## src/serial_frame_gap_and_retry_watchdog_top_macros.svh

```systemverilog
// Assertion macros for the serial frame gap and retry watchdog block.
`ifndef SERIAL_FRAME_GAP_AND_RETRY_WATCHDOG_TOP_MACROS_SVH
`define SERIAL_FRAME_GAP_AND_RETRY_WATCHDOG_TOP_MACROS_SVH

`ifndef SYNTHESIS
`define SFGR_ASSERT_SAME(lbl, clk, rst, ante, cons) \
   lbl: assert property (@(posedge clk) disable iff (rst) (ante) |-> (cons)) \
      else $error("sfgrw check failed");
`define SFGR_ASSERT_NEXT(lbl, clk, rst, ante, cons) \
   lbl: assert property (@(posedge clk) disable iff (rst) (ante) |=> (cons)) \
      else $error("sfgrw check failed");
`else
`define SFGR_ASSERT_SAME(lbl, clk, rst, ante, cons)
`define SFGR_ASSERT_NEXT(lbl, clk, rst, ante, cons)
`endif

`endif

```

## src/sfgrw_pkg.sv

```systemverilog
// Shared types, constants and helpers for the frame gap and retry watchdog block.
package sfgrw_pkg;

   localparam int STORE_DEPTH_DEF = 64;
   localparam int REQ_DATA_W      = 48;
   localparam int RSP_DATA_W      = 16;
   localparam int CSR_INDEX_W     = 8;
   localparam int CSR_DATA_W      = 16;

   localparam logic [7:0]  GAP_TICKS_RST   = 8'd3;
   localparam logic [15:0] REPLY_WAIT_RST  = 16'd50;
   localparam logic [15:0] RECOVER_RST     = 16'd250;
   localparam logic [1:0]  MAX_RETRY_RST   = 2'd1;

   typedef enum logic [1:0] {
      KIND_STATUS = 2'd0,
      KIND_USS    = 2'd1,
      KIND_MODBUS = 2'd2,
      KIND_POP    = 2'd3
   } kind_type;

   typedef enum logic [CSR_INDEX_W-1:0] {
      CSR_GAP_TICKS  = 8'd0,
      CSR_REPLY_WAIT = 8'd1,
      CSR_RECOVER    = 8'd2,
      CSR_MAX_RETRY  = 8'd3
   } csr_index_type;

   typedef enum logic [2:0] {
      ST_IDLE,
      ST_STAT_OUT,
      ST_POP_RD,
      ST_POP_OUT,
      ST_RUN_RD,
      ST_RUN_OUT
   } ctrl_state_type;

   typedef enum logic [1:0] {
      SEL_STATUS,
      SEL_POP,
      SEL_RUN
   } out_sel_type;

   typedef struct packed {
      logic        take;
      logic        rd_step;
      logic        load;
      out_sel_type sel;
      logic        last;
   } dp_cmd_type;

   typedef struct packed {
      logic is_pop;
      logic pop_hit;
      logic dispatch;
      logic run_done;
      logic out_free;
   } dp_sts_type;

   function automatic logic reached(input logic [31:0] now, input logic [31:0] deadline);
      logic [31:0] diff;
      diff = now - deadline;
      return ~diff[31];
   endfunction

endpackage

```

## src/sfgrw_ram.sv

```systemverilog
// Generic single write port RAM with registered read.
module sfgrw_ram #(
   parameter int WIDTH = 8,
   parameter int DEPTH = 64
) (
   input  logic                     clock,
   input  logic                     wr_en,
   input  logic [$clog2(DEPTH)-1:0] wr_addr,
   input  logic [WIDTH-1:0]         wr_data,
   input  logic                     rd_en,
   input  logic [$clog2(DEPTH)-1:0] rd_addr,
   output logic [WIDTH-1:0]         rd_data
);

   logic [WIDTH-1:0] mem_ff [DEPTH];
   logic [WIDTH-1:0] rd_data_ff;

   always_ff @(posedge clock) begin
      if (wr_en) begin
         mem_ff[wr_addr] <= wr_data;
      end
      if (rd_en) begin
         rd_data_ff <= mem_ff[rd_addr];
      end
   end

   assign rd_data = rd_data_ff;

endmodule

```

## src/sfgrw_dp.sv

```systemverilog
// Datapath: configuration, frame store, gap and watchdog state, result register.
module sfgrw_dp
   import sfgrw_pkg::*;
#(
   parameter int STORE_DEPTH = STORE_DEPTH_DEF
) (
   input  logic                   clock,
   input  logic                   reset,
   input  dp_cmd_type             cmd,
   output dp_sts_type             sts,
   input  logic [REQ_DATA_W-1:0]  req_tdata,
   input  logic                   req_tuser,
   input  logic                   csr_valid,
   output logic                   csr_ready,
   input  logic [CSR_INDEX_W-1:0] csr_index,
   input  logic [CSR_DATA_W-1:0]  csr_data,
   output logic                   rsp_tvalid,
   input  logic                   rsp_tready,
   output logic [RSP_DATA_W-1:0]  rsp_tdata,
   output logic [1:0]             rsp_tuser,
   output logic                   rsp_tlast
);

   localparam int AW = $clog2(STORE_DEPTH);
   localparam int CW = $clog2(STORE_DEPTH + 1);
   localparam int SW = CW + 1;
   localparam logic [AW-1:0] LAST_ADDR = AW'(STORE_DEPTH - 1);
   localparam logic [CW-1:0] FULL_COUNT = CW'(STORE_DEPTH);
   localparam logic [SW-1:0] WRAP_SUM = SW'(STORE_DEPTH);

   logic [31:0] now;
   logic        rx_valid;
   logic [7:0]  rx_data;
   logic        ready_set;
   logic        ready_clear;
   logic        fmt_wait;
   logic        uss_wait_set;
   logic        alt_drive_wait;

   logic [7:0]  gap_ticks_ff, gap_ticks_in;
   logic [15:0] reply_wait_ff, reply_wait_in;
   logic [15:0] recover_ff, recover_in;
   logic [1:0]  max_retry_ff, max_retry_in;

   logic [AW-1:0] head_ff, head_in;
   logic [CW-1:0] count_ff, count_in;
   logic [31:0]   gap_dl_ff, gap_dl_in;
   logic [31:0]   reply_dl_ff, reply_dl_in;
   logic [1:0]    retry_ff, retry_in;
   logic          ready_ff, ready_in;
   logic          timeout_ff, timeout_in;
   logic          aborted_ff, aborted_in;
   logic          uss_ff, uss_in;
   logic [AW-1:0] rd_ptr_ff, rd_ptr_in;
   logic [CW-1:0] run_left_ff, run_left_in;
   kind_type      run_kind_ff, run_kind_in;

   logic          rsp_valid_ff, rsp_valid_in;
   kind_type      rsp_kind_ff, rsp_kind_in;
   logic [7:0]    rsp_data_ff, rsp_data_in;
   logic          rsp_last_ff, rsp_last_in;
   logic          rsp_pop_ff, rsp_pop_in;
   logic          rsp_rdy_ff, rsp_rdy_in;
   logic          rsp_to_ff, rsp_to_in;
   logic          rsp_ab_ff, rsp_ab_in;

   logic          wr_en;
   logic [AW-1:0] wr_addr;
   logic [SW-1:0] wr_sum;
   logic [7:0]    rd_data;
   logic          dispatch;
   kind_type      disp_kind;
   logic          rdy_v;
   logic          uss_v;
   logic          passed;
   logic [31:0]   recover_dl;

   assign now            = req_tdata[31:0];
   assign rx_valid       = req_tdata[32];
   assign rx_data        = req_tdata[40:33];
   assign ready_set      = req_tdata[41];
   assign ready_clear    = req_tdata[42];
   assign fmt_wait       = req_tdata[43];
   assign uss_wait_set   = req_tdata[44];
   assign alt_drive_wait = req_tdata[45];

   assign csr_ready = 1'b1;

   always_comb begin
      gap_ticks_in  = gap_ticks_ff;
      reply_wait_in = reply_wait_ff;
      recover_in    = recover_ff;
      max_retry_in  = max_retry_ff;
      if (csr_valid) begin
         case (csr_index)
            CSR_GAP_TICKS:  gap_ticks_in  = csr_data[7:0];
            CSR_REPLY_WAIT: reply_wait_in = csr_data;
            CSR_RECOVER:    recover_in    = csr_data;
            CSR_MAX_RETRY:  max_retry_in  = csr_data[1:0];
            default:        gap_ticks_in  = gap_ticks_ff;
         endcase
      end
   end

   // frame store write address, head plus count folded into the store
   always_comb begin
      wr_sum = SW'(head_ff) + SW'(count_ff);
      if (wr_sum >= WRAP_SUM) begin
         wr_sum = wr_sum - WRAP_SUM;
      end
      wr_addr = wr_sum[AW-1:0];
   end

   assign uss_v = uss_ff | uss_wait_set;

   always_comb begin
      disp_kind = KIND_STATUS;
      if (!rx_valid && count_ff != '0 && reached(now, gap_dl_ff) && !fmt_wait) begin
         if (uss_v) begin
            disp_kind = KIND_USS;
         end else if (!alt_drive_wait) begin
            disp_kind = KIND_MODBUS;
         end
      end
      dispatch = (disp_kind != KIND_STATUS);
   end

   assign recover_dl = reply_dl_ff + 32'(recover_ff);
   assign passed     = reached(now, reply_dl_ff);

   always_comb begin
      head_in     = head_ff;
      count_in    = count_ff;
      gap_dl_in   = gap_dl_ff;
      reply_dl_in = reply_dl_ff;
      retry_in    = retry_ff;
      ready_in    = ready_ff;
      timeout_in  = timeout_ff;
      aborted_in  = aborted_ff;
      uss_in      = uss_ff;
      rd_ptr_in   = rd_ptr_ff;
      run_left_in = run_left_ff;
      run_kind_in = run_kind_ff;
      wr_en       = 1'b0;
      rdy_v       = ready_ff;
      if (cmd.take) begin
         if (req_tuser) begin
            rd_ptr_in = head_ff;
            if (count_ff != '0) begin
               head_in  = (head_ff == LAST_ADDR) ? '0 : head_ff + 1'b1;
               count_in = count_ff - 1'b1;
            end
         end else begin
            if (ready_clear) begin
               rdy_v = 1'b0;
            end
            if (ready_set) begin
               rdy_v = 1'b1;
            end
            uss_in = uss_v;
            if (rx_valid) begin
               if (count_ff < FULL_COUNT) begin
                  wr_en     = 1'b1;
                  count_in  = count_ff + 1'b1;
                  gap_dl_in = now + 32'(gap_ticks_ff);
               end
            end else if (dispatch) begin
               if (disp_kind == KIND_USS) begin
                  uss_in = 1'b0;
               end
               run_kind_in = disp_kind;
               rd_ptr_in   = head_ff;
               run_left_in = count_ff;
               count_in    = '0;
               head_in     = '0;
            end
            ready_in = rdy_v;
            if (rdy_v) begin
               retry_in    = '0;
               timeout_in  = 1'b0;
               aborted_in  = 1'b0;
               reply_dl_in = now + 32'(reply_wait_ff);
            end else if (passed && !timeout_ff && retry_ff < max_retry_ff) begin
               retry_in    = retry_ff + 1'b1;
               timeout_in  = 1'b1;
               reply_dl_in = now + 32'(reply_wait_ff);
            end else if (passed && retry_ff >= max_retry_ff && !aborted_ff) begin
               aborted_in = 1'b1;
            end else if (reached(now, recover_dl)) begin
               retry_in   = '0;
               ready_in   = 1'b1;
               timeout_in = 1'b0;
               aborted_in = 1'b0;
               uss_in     = 1'b0;
            end
         end
      end
      if (cmd.rd_step) begin
         rd_ptr_in   = (rd_ptr_ff == LAST_ADDR) ? '0 : rd_ptr_ff + 1'b1;
         run_left_in = run_left_ff - 1'b1;
      end
   end

   always_comb begin
      rsp_valid_in = rsp_valid_ff & ~rsp_tready;
      rsp_kind_in  = rsp_kind_ff;
      rsp_data_in  = rsp_data_ff;
      rsp_last_in  = rsp_last_ff;
      rsp_pop_in   = rsp_pop_ff;
      rsp_rdy_in   = rsp_rdy_ff;
      rsp_to_in    = rsp_to_ff;
      rsp_ab_in    = rsp_ab_ff;
      if (cmd.load) begin
         rsp_valid_in = 1'b1;
         rsp_last_in  = cmd.last;
         rsp_rdy_in   = ready_ff;
         rsp_to_in    = timeout_ff;
         rsp_ab_in    = aborted_ff;
         unique case (cmd.sel)
            SEL_POP: begin
               rsp_kind_in = KIND_POP;
               rsp_data_in = rd_data;
               rsp_pop_in  = 1'b1;
            end
            SEL_RUN: begin
               rsp_kind_in = run_kind_ff;
               rsp_data_in = rd_data;
               rsp_pop_in  = 1'b0;
            end
            default: begin
               rsp_kind_in = KIND_STATUS;
               rsp_data_in = 8'd0;
               rsp_pop_in  = 1'b0;
            end
         endcase
      end
   end

   always_ff @(posedge clock) begin
      if (reset) begin
         gap_ticks_ff  <= GAP_TICKS_RST;
         reply_wait_ff <= REPLY_WAIT_RST;
         recover_ff    <= RECOVER_RST;
         max_retry_ff  <= MAX_RETRY_RST;
         head_ff       <= '0;
         count_ff      <= '0;
         gap_dl_ff     <= '0;
         reply_dl_ff   <= '0;
         retry_ff      <= '0;
         ready_ff      <= 1'b1;
         timeout_ff    <= 1'b0;
         aborted_ff    <= 1'b0;
         uss_ff        <= 1'b0;
         rd_ptr_ff     <= '0;
         run_left_ff   <= '0;
         run_kind_ff   <= KIND_STATUS;
         rsp_valid_ff  <= 1'b0;
      end else begin
         gap_ticks_ff  <= gap_ticks_in;
         reply_wait_ff <= reply_wait_in;
         recover_ff    <= recover_in;
         max_retry_ff  <= max_retry_in;
         head_ff       <= head_in;
         count_ff      <= count_in;
         gap_dl_ff     <= gap_dl_in;
         reply_dl_ff   <= reply_dl_in;
         retry_ff      <= retry_in;
         ready_ff      <= ready_in;
         timeout_ff    <= timeout_in;
         aborted_ff    <= aborted_in;
         uss_ff        <= uss_in;
         rd_ptr_ff     <= rd_ptr_in;
         run_left_ff   <= run_left_in;
         run_kind_ff   <= run_kind_in;
         rsp_valid_ff  <= rsp_valid_in;
      end
   end

   always_ff @(posedge clock) begin
      rsp_kind_ff <= rsp_kind_in;
      rsp_data_ff <= rsp_data_in;
      rsp_last_ff <= rsp_last_in;
      rsp_pop_ff  <= rsp_pop_in;
      rsp_rdy_ff  <= rsp_rdy_in;
      rsp_to_ff   <= rsp_to_in;
      rsp_ab_ff   <= rsp_ab_in;
   end

   sfgrw_ram #(
      .WIDTH (8),
      .DEPTH (STORE_DEPTH)
   ) u_store (
      .clock   (clock),
      .wr_en   (wr_en),
      .wr_addr (wr_addr),
      .wr_data (rx_data),
      .rd_en   (cmd.rd_step),
      .rd_addr (rd_ptr_ff),
      .rd_data (rd_data)
   );

   assign sts.is_pop   = req_tuser;
   assign sts.pop_hit  = (count_ff != '0);
   assign sts.dispatch = dispatch;
   assign sts.run_done = (run_left_ff == '0);
   assign sts.out_free = ~rsp_valid_ff | rsp_tready;

   assign rsp_tvalid = rsp_valid_ff;
   assign rsp_tuser  = rsp_kind_ff;
   assign rsp_tlast  = rsp_last_ff;
   assign rsp_tdata  = {4'b0000, rsp_ab_ff, rsp_to_ff, rsp_rdy_ff, rsp_pop_ff, rsp_data_ff};

endmodule

```

## src/sfgrw_ctrl.sv

```systemverilog
// Controller: sequences request intake, store reads and result loads.
module sfgrw_ctrl
   import sfgrw_pkg::*;
(
   input  logic       clock,
   input  logic       reset,
   input  logic       req_tvalid,
   output logic       req_tready,
   input  dp_sts_type sts,
   output dp_cmd_type cmd
);

   ctrl_state_type state_ff, state_in;

   always_ff @(posedge clock) begin
      if (reset) begin
         state_ff <= ST_IDLE;
      end else begin
         state_ff <= state_in;
      end
   end

   always_comb begin
      state_in    = state_ff;
      req_tready  = 1'b0;
      cmd.take    = 1'b0;
      cmd.rd_step = 1'b0;
      cmd.load    = 1'b0;
      cmd.sel     = SEL_STATUS;
      cmd.last    = 1'b1;
      unique case (state_ff)
         ST_IDLE: begin
            req_tready = 1'b1;
            if (req_tvalid) begin
               cmd.take = 1'b1;
               if (sts.is_pop) begin
                  state_in = sts.pop_hit ? ST_POP_RD : ST_STAT_OUT;
               end else begin
                  state_in = sts.dispatch ? ST_RUN_RD : ST_STAT_OUT;
               end
            end
         end
         ST_STAT_OUT: begin
            if (sts.out_free) begin
               cmd.load = 1'b1;
               state_in = ST_IDLE;
            end
         end
         ST_POP_RD: begin
            cmd.rd_step = 1'b1;
            state_in    = ST_POP_OUT;
         end
         ST_POP_OUT: begin
            cmd.sel = SEL_POP;
            if (sts.out_free) begin
               cmd.load = 1'b1;
               state_in = ST_IDLE;
            end
         end
         ST_RUN_RD: begin
            cmd.rd_step = 1'b1;
            state_in    = ST_RUN_OUT;
         end
         ST_RUN_OUT: begin
            cmd.sel  = SEL_RUN;
            cmd.last = sts.run_done;
            if (sts.out_free) begin
               cmd.load = 1'b1;
               state_in = sts.run_done ? ST_IDLE : ST_RUN_RD;
            end
         end
         default: begin
            state_in = ST_IDLE;
         end
      endcase
   end

endmodule

```

## src/serial_frame_gap_and_retry_watchdog_top.sv

```systemverilog
// Top level of the serial frame gap and retry watchdog block.
// Takes one request at a time. A handler pass that sends no frame, and a pop of an
// empty store, go through the accept state, then one that loads the status result
// into the output register. A pop that finds a byte goes through the accept, store
// read and result load states. A pass that closes a frame of n bytes goes through the
// accept state, then one store read and one result load per byte through the single
// read port of the frame store. A result waiting in the output register does not hold
// off the next request, but each load waits until that register is free. The frame
// store needs no clearing after reset; configuration writes are taken any cycle.
`include "serial_frame_gap_and_retry_watchdog_top_macros.svh"

module serial_frame_gap_and_retry_watchdog_top
   import sfgrw_pkg::*;
#(
   parameter int STORE_DEPTH = STORE_DEPTH_DEF
) (
   input  logic                   clock,
   input  logic                   reset,
   input  logic                   req_tvalid,
   output logic                   req_tready,
   // cycle_now[31:0], rx_valid[32], rx_data[40:33], ready_set[41], ready_clear[42],
   // fmt_wait[43], uss_wait_set[44], alt_drive_wait[45], zero fill above
   input  logic [REQ_DATA_W-1:0]  req_tdata,
   // req_type[0]
   input  logic                   req_tuser,
   input  logic                   csr_valid,
   output logic                   csr_ready,
   input  logic [CSR_INDEX_W-1:0] csr_index,
   input  logic [CSR_DATA_W-1:0]  csr_data,
   output logic                   rsp_tvalid,
   input  logic                   rsp_tready,
   // out_data[7:0], pop_ok[8], ready_flag[9], timeout_flag[10], aborted_flag[11],
   // zero fill above
   output logic [RSP_DATA_W-1:0]  rsp_tdata,
   // out_kind[1:0]
   output logic [1:0]             rsp_tuser,
   output logic                   rsp_tlast
);

   dp_cmd_type cmd;
   dp_sts_type sts;

   sfgrw_ctrl u_ctrl (
      .clock      (clock),
      .reset      (reset),
      .req_tvalid (req_tvalid),
      .req_tready (req_tready),
      .sts        (sts),
      .cmd        (cmd)
   );

   sfgrw_dp #(
      .STORE_DEPTH (STORE_DEPTH)
   ) u_dp (
      .clock      (clock),
      .reset      (reset),
      .cmd        (cmd),
      .sts        (sts),
      .req_tdata  (req_tdata),
      .req_tuser  (req_tuser),
      .csr_valid  (csr_valid),
      .csr_ready  (csr_ready),
      .csr_index  (csr_index),
      .csr_data   (csr_data),
      .rsp_tvalid (rsp_tvalid),
      .rsp_tready (rsp_tready),
      .rsp_tdata  (rsp_tdata),
      .rsp_tuser  (rsp_tuser),
      .rsp_tlast  (rsp_tlast)
   );

   `SFGR_ASSERT_NEXT(a_one_request_at_a_time, clock, reset, req_tvalid && req_tready, !req_tready)
   `SFGR_ASSERT_SAME(a_pop_ok_matches_kind, clock, reset, rsp_tvalid, (rsp_tuser == KIND_POP) == rsp_tdata[8])
   `SFGR_ASSERT_SAME(a_status_is_single, clock, reset, rsp_tvalid && (rsp_tuser == KIND_STATUS), rsp_tlast && (rsp_tdata[7:0] == 8'd0))

endmodule

```

## config.mk

```make
export PLATFORM = sky130hd
export DESIGN_NAME = serial_frame_gap_and_retry_watchdog_top
export DESIGN_NICKNAME = d
export VERILOG_FILES = /design/src/sfgrw_pkg.sv /design/src/sfgrw_ram.sv /design/src/sfgrw_dp.sv /design/src/sfgrw_ctrl.sv /design/src/serial_frame_gap_and_retry_watchdog_top.sv
export VERILOG_INCLUDE_DIRS = /design/src /design/src/src
export SDC_FILE = /design/constraint.sdc
export NUM_CORES = 1
export LEC_CHECK = 0
export ABC_AREA = 1
export BUFFER_PORTS_ARGS = -buffer_cell sky130_fd_sc_hd__buf_2
export CORE_UTILIZATION = 60
export DETAILED_ROUTE_END_ITERATION = 12
export GPL_TIMING_DRIVEN = 0
export PLACE_DENSITY = 0.77
export SETUP_SLACK_MARGIN = 0.2
export SLEW_MARGIN = 10
export SYNTH_ARGS = -nofsm -noshare
export SYNTH_HDL_FRONTEND = slang
export SYNTH_HIERARCHICAL = 1
export SYNTH_SLANG_ARGS = --single-unit
export TNS_END_PERCENT = 10
```

## constraint.sdc

```tcl
create_clock -name clock -period 4.8 [get_ports clock]
set_input_delay 0.96 -clock clock [delete_from_list [all_inputs] [get_ports clock]]
set_output_delay 0.96 -clock clock [all_outputs]
set_load 0.02 [all_outputs]
```

---- Word level (Yosys, flattened, before mapping) ----
Memory sizes are Yosys's and may differ from the RTL's. A register that Yosys moved wholly into a read port is not among the register bits.
Cells that the tools add are included.
word-level totals
  bits of input ports ..................... 78
  output and inout bits ................... 22
  bits in writable memories ............... 512
  logic and storage cells ................. 197
  flip-flop bits (word level) ............. 159
  memories kept ........................... 1
operators by class
  $lt $le $gt $ge ......................... 4
  reductions and logical operators ........ 41
  add/subtract/negate cells ............... 14
  bitwise logic cells ..................... 9
  equality and inequality tests ........... 26
  muxes and demuxes ....................... 77
memories
  memory               words  width  rd ports  clocked after memory_dff  write ports  line             text
  u_dp.u_store.mem_ff  64     8      1         1                         1            sfgrw_ram.sv:15  logic [WIDTH-1:0] mem_ff [DEPTH];
operators by type and width
  operator             count
  $sub 32x32->32       3
  $mux 6               12
  $mux 7               10
  $add 32x16->32       2
  $mux 32              2
  $mux 1               36
  $add 32x8->32        1
  $reduce_and 4->1     7
  $mux 3               6
  $eq 8x2->1 const B   2
  $mux 2               8
  $pmux 3 s5           1
  $sub 7x1->7 const B  2
  $add 6x1->6 const B  2
  $eq 6x6->1 const B   2
  $ne 2x1->1 const B   5
  $reduce_and 2->1     5
  $reduce_bool 2->1    5
  $ne 3x2->1 const B   3
  $reduce_and 3->1     3
  $add 6x7->8          1
  $eq 8x1->1 const B   1
  $ge 8x7->1 const B   1
  $logic_not 8->1      1
  other kinds (25)     50

---- Logic depth before layout (Yosys ltp) ----
  depth after elaboration ................. 13
  depth in mapped cells ................... 22
  depth with buffers taken out ............ 21

---- Hierarchy ----
Netlist, hierarchy kept.
by module, submodules not included
  module      cells each  area an instance (um^2)  sequential area each (um^2)  instances
  sfgrw_ram   1811        21398.0                  15615.0                      1
  sfgrw_dp    1643        11717.5                  3273.1                       1
  sfgrw_ctrl  48          272.8                    60.1                         1

---- Worst setup path after synthesis ----
Ideal clock, no wire load.
  path type ............................... input port to flip-flop
  start point ............................. input req_tvalid
  end point ............................... memory u_dp.u_store.mem_ff[34][0], enable pin
  stages .................................. 10
  arrival ................................. 3.429 ns
  required time ........................... 4.405 ns
  path buffers ............................ 2
  path slack .............................. 0.976 ns
  cell sequence ........................... inv_1 > nor2_1 > inv_2 > nor2_4 > inv_1 > nor3_4 > clkbuf_1 > clkbuf_1 > nand3_1 > nor4_1
RTL lines
  element             line                                           text
  start: declaration  serial_frame_gap_and_retry_watchdog_top.sv:19  input logic req_tvalid,
  end: declaration    sfgrw_ram.sv:15

==> out/summary.txt <==
Antenna cells - 0
Chip Width - 237.9 microns
Register area share after synthesis - 0.5675
Total core area - 54990 sq um
CP startpoint - u_ctrl/state_ff[2]$_SDFFE_PP0P_
Final WL - 93490 microns
Buffers on Ports - 92
Initial Util - 0.6072
Crit path capture type - flip-flop
Die area - 56590 sq um
Final Slew Violations - 0
Peak supply drop - 0.0003226 V
Pre-antenna DRT Iters - 6
Outcome - completed
Die Ht - 237.9 microns
Vias in the first global route - 24849
Worst-case reg-to-reg path depth - 11
Placed insts - 4351
Crit path capture - u_dp/u_store/mem_ff[10][1]$_DFFE_PP_
Final Util - 0.6767
Reg clk slew, reported paths - 0.06 ns
Crit Path Category - reg2reg
Worst-skew pair later-pin latency - 0.62 ns
Static Leak - 14.84 nW
Final worst slack - 0.02380 ns
Hold path depth - 2
Post-DRT Antenna Nets - 0
EDFF count, synth - 535
Design Power - 16.11 mW
H-tree depth - 3
CTS Root Cell - clkbuf_16
Clock Sinks - 679
Synthesis Warnings - 6
Max-slew headroom - 0.1639
CP max stage delay - 0.95 ns
Cell count after synthesis - 3502
Layout cells sized above 1 - 0.1024
Setup WS pre-CTS - -0.2570 ns
Reg2Reg Launch Point - u_ctrl/state_ff[2]$_SDFFE_PP0P_
Critical Path, Cell by Cell - nor2_4, nand2_1, nor2_1, inv_2, nor2_4, inv_1, nor3_4, clkbuf_1, clkbuf_1, nand4_1, nor2_1
CTS buffer count - 71
Hpwl dp - 65110 microns
Syn avg cell area - 9.534 sq um
Final Hold Viols - 0
Remaining global-route overflow - 0
Skew final - 0.01944 ns
FF-to-FF setup slack - 0.02 ns
GRT Total Usage - 0.3325
Wire per inst - 20.88 microns
RSZ-0062 raised after global routing - yes
Main synth FF type - edfxtp_1
Final min period - 4.776 ns
Cell variety after synth - 52
Crit path arrival time - 5.01 ns
Critical Path RT - 5.04 ns
Initial antenna violation count - 0
Vias - 26422
Pwr Density - 433.1 nW/um^2
Final net count - 3917
Max-Cap Viols - 0
Max Buffers Root-to-Sink - 3
Synth-to-layout area growth - 11.45%
Hold Crit Class - reg2reg
Drt drc - 0
# hold bufs at CTS - 0
Setup TNS - 0 ns
Final worst path period share - 0.9950
CP max stage cell - nor2_1
Placement Rows - 86
Vias/cell - 5.902
Commonest non-fill, non-tap cell in the layout - nand2_1
Io pins - 100
Reg-to-Reg End - u_dp/u_store/mem_ff[10][1]$_DFFE_PP_
Ys async rst share - 0
# setup viols final - 0
Fmax - 0.2094 GHz
Most frequent cells in the layout - nand2_1 (957), edfxtp_1 (535), nand3_1 (514)
Detailed Route Iter0 Violations - 3057
Non-Filler Instances - 4477
Postcts setup bufs - 0
Maximum number of pins on one net before global-route repair - 65
GP Congestion - 0.9993
CTS tree - built
CP max FO - 10
CP startpoint kind - flip-flop
Least-Margin Pin Slew - 1.254 ns
Cell area after synthesis - 33390 sq um
First-pass GRT wire length - 142100 microns
Synth Register Bits - 679
## what timing repair did
| item | 4_1_cts | 5_1_grt |
|---|---|---|
| gates resized for setup | 1 | 18 |
| setup endpoints to repair | 11 | 276 |
| endpoints found under the hold margin | 0 | 0 |
## synthesized netlist by cell type, types with 4 or more instances
library cell | count | share of area
nor2_1 | 194 | 0.022
xnor2_1 | 14 | 0.0037
nor3_2 | 4 | 0.0012
o21ai_1 | 6 | 0.00090
o21ai_0 | 128 | 0.019
inv_2 | 11 | 0.0012
buf_8 | 4 | 0.0018
nor3_1 | 26 | 0.0039
xor2_1 | 44 | 0.012
a211oi_1 | 4 | 0.00090
nor2_2 | 4 | 0.00075
dfxtp_1 | 144 | 0.086
nand3_2 | 7 | 0.0021
nor4_1 | 11 | 0.0021
buf_6 | 26 | 0.0088
buf_4 | 39 | 0.0088
buf_2 | 45 | 0.0067
a21o_1 | 7 | 0.0016
nand2_2 | 6 | 0.0011
clkbuf_1 | 38 | 0.0043
o211ai_1 | 25 | 0.0056
ha_1 | 146 | 0.055
a31oi_1 | 7 | 0.0013
nand3_1 | 514 | 0.077
a21oi_1 | 185 | 0.028
inv_1 | 287 | 0.032
nand2_1 | 957 | 0.11
fa_1 | 17 | 0.010
buf_1 | 13 | 0.0015
nand4_1 | 19 | 0.0036
edfxtp_1 | 535 | 0.48
o21a_1 | 5 | 0.0011
## flip-flops by register name, indices dropped and copies added, names as in the netlist, 2 cells and up
register	cells
u_dp/reply_dl_ff	32
u_dp/rsp_tuser	2
u_dp/count_ff	7
u_ctrl/state_ff	3
u_dp/recover_ff	16
u_dp/u_store/rd_data	8
u_dp/reply_wait_ff	16
u_dp/gap_ticks_ff	8
u_dp/rsp_data_ff	8
u_dp/u_store/mem_ff	512
u_dp/retry_ff	2
u_dp/head_ff	6
u_dp/rd_ptr_ff	6
u_dp/max_retry_ff	2
u_dp/gap_dl_ff	32
u_dp/run_left_ff	7
u_dp/run_kind_ff	2
## critical path: cells and delay by family (launching register included)
family                 cells  cell delay [ns]
buffers and inverters      4             1.34
DFF                        1             0.40
and+or+nand+nor            7             2.63
## per-stage QoR
step                      area [sq um]  hold slack (ns)
final                            37210           0.4656
after global routing             37210           0.4894
after CTS                        37150           0.4644
after detailed placement         34890           0.4527
after global placement           34800           0.4494
after floorplan                  33400           0.4234
## where the power goes
| part | switching (mW) | leakage [nW] | internal [mW] |
|---|---|---|---|
| logic | 2.74 | 7.75 | 1.20 |
| registers | 0.145 | 5.98 | 6.62 |
| clock network | 2.32 | 1.10 | 3.09 |
## area by class of cell
type	instances	area [sq um]
Clock inverter	39	374.1
Timing Repair Buffer	98	518.0
Multi-Input combinational cell	2362	12360
Buffer	165	1062
Sequential cell	679	18950
Tap cell	748	935.9
Clock buffer	87	1889
Inverter	299	1127
Fill cell	4205	17770
## how the worst min path moves through the flow
stage | startpoint | endpoint | slack, ns
global placement | u_dp/run_kind_ff[0]$_SDFFE_PP0P_ | u_dp/run_kind_ff[0]$_SDFFE_PP0P_ | 0.45
global route | u_dp/gap_dl_ff[19]$_SDFFE_PP0P_ | u_dp/gap_dl_ff[19]$_SDFFE_PP0P_ | 0.49
CTS | u_dp/recover_ff[0]$_SDFFE_PP0P_ | u_dp/recover_ff[0]$_SDFFE_PP0P_ | 0.46
floorplan | u_dp/aborted_ff$_SDFFE_PP0P_ | u_dp/rsp_ab_ff$_DFFE_PP_ | 0.42
finish | u_dp/recover_ff[0]$_SDFFE_PP0P_ | u_dp/recover_ff[0]$_SDFFE_PP0P_ | 0.47
detailed placement | u_dp/recover_ff[0]$_SDFFE_PP0P_ | u_dp/recover_ff[0]$_SDFFE_PP0P_ | 0.45
## layer usage
layer	GRT usage	vias to the layer above	wire (microns)
li1	-	12248	-
met1	0.4474	12438	37290
met2	0.5365	1451	42880
met3	0.05252	285	9040
met4	0.1453	0	4270
met5	0	-	0
## kinds of logic (layout without fill, tap and decap cells)
logic type | after synthesis | after routing | synth area share
and+or+nand+nor | 1755 | 1755 | 0.2248
DFF | 679 | 679 | 0.5675
buffers and inverters | 464 | 688 | 0.06558
AOI/OAI and AO/OA | 381 | 381 | 0.06172
adders and majority gates | 163 | 163 | 0.06491
xor gates and xnor gates | 58 | 58 | 0.01521
other | 2 | 5 | 0.0002249
No activity file was read; power rests on OpenSTA's default activity.
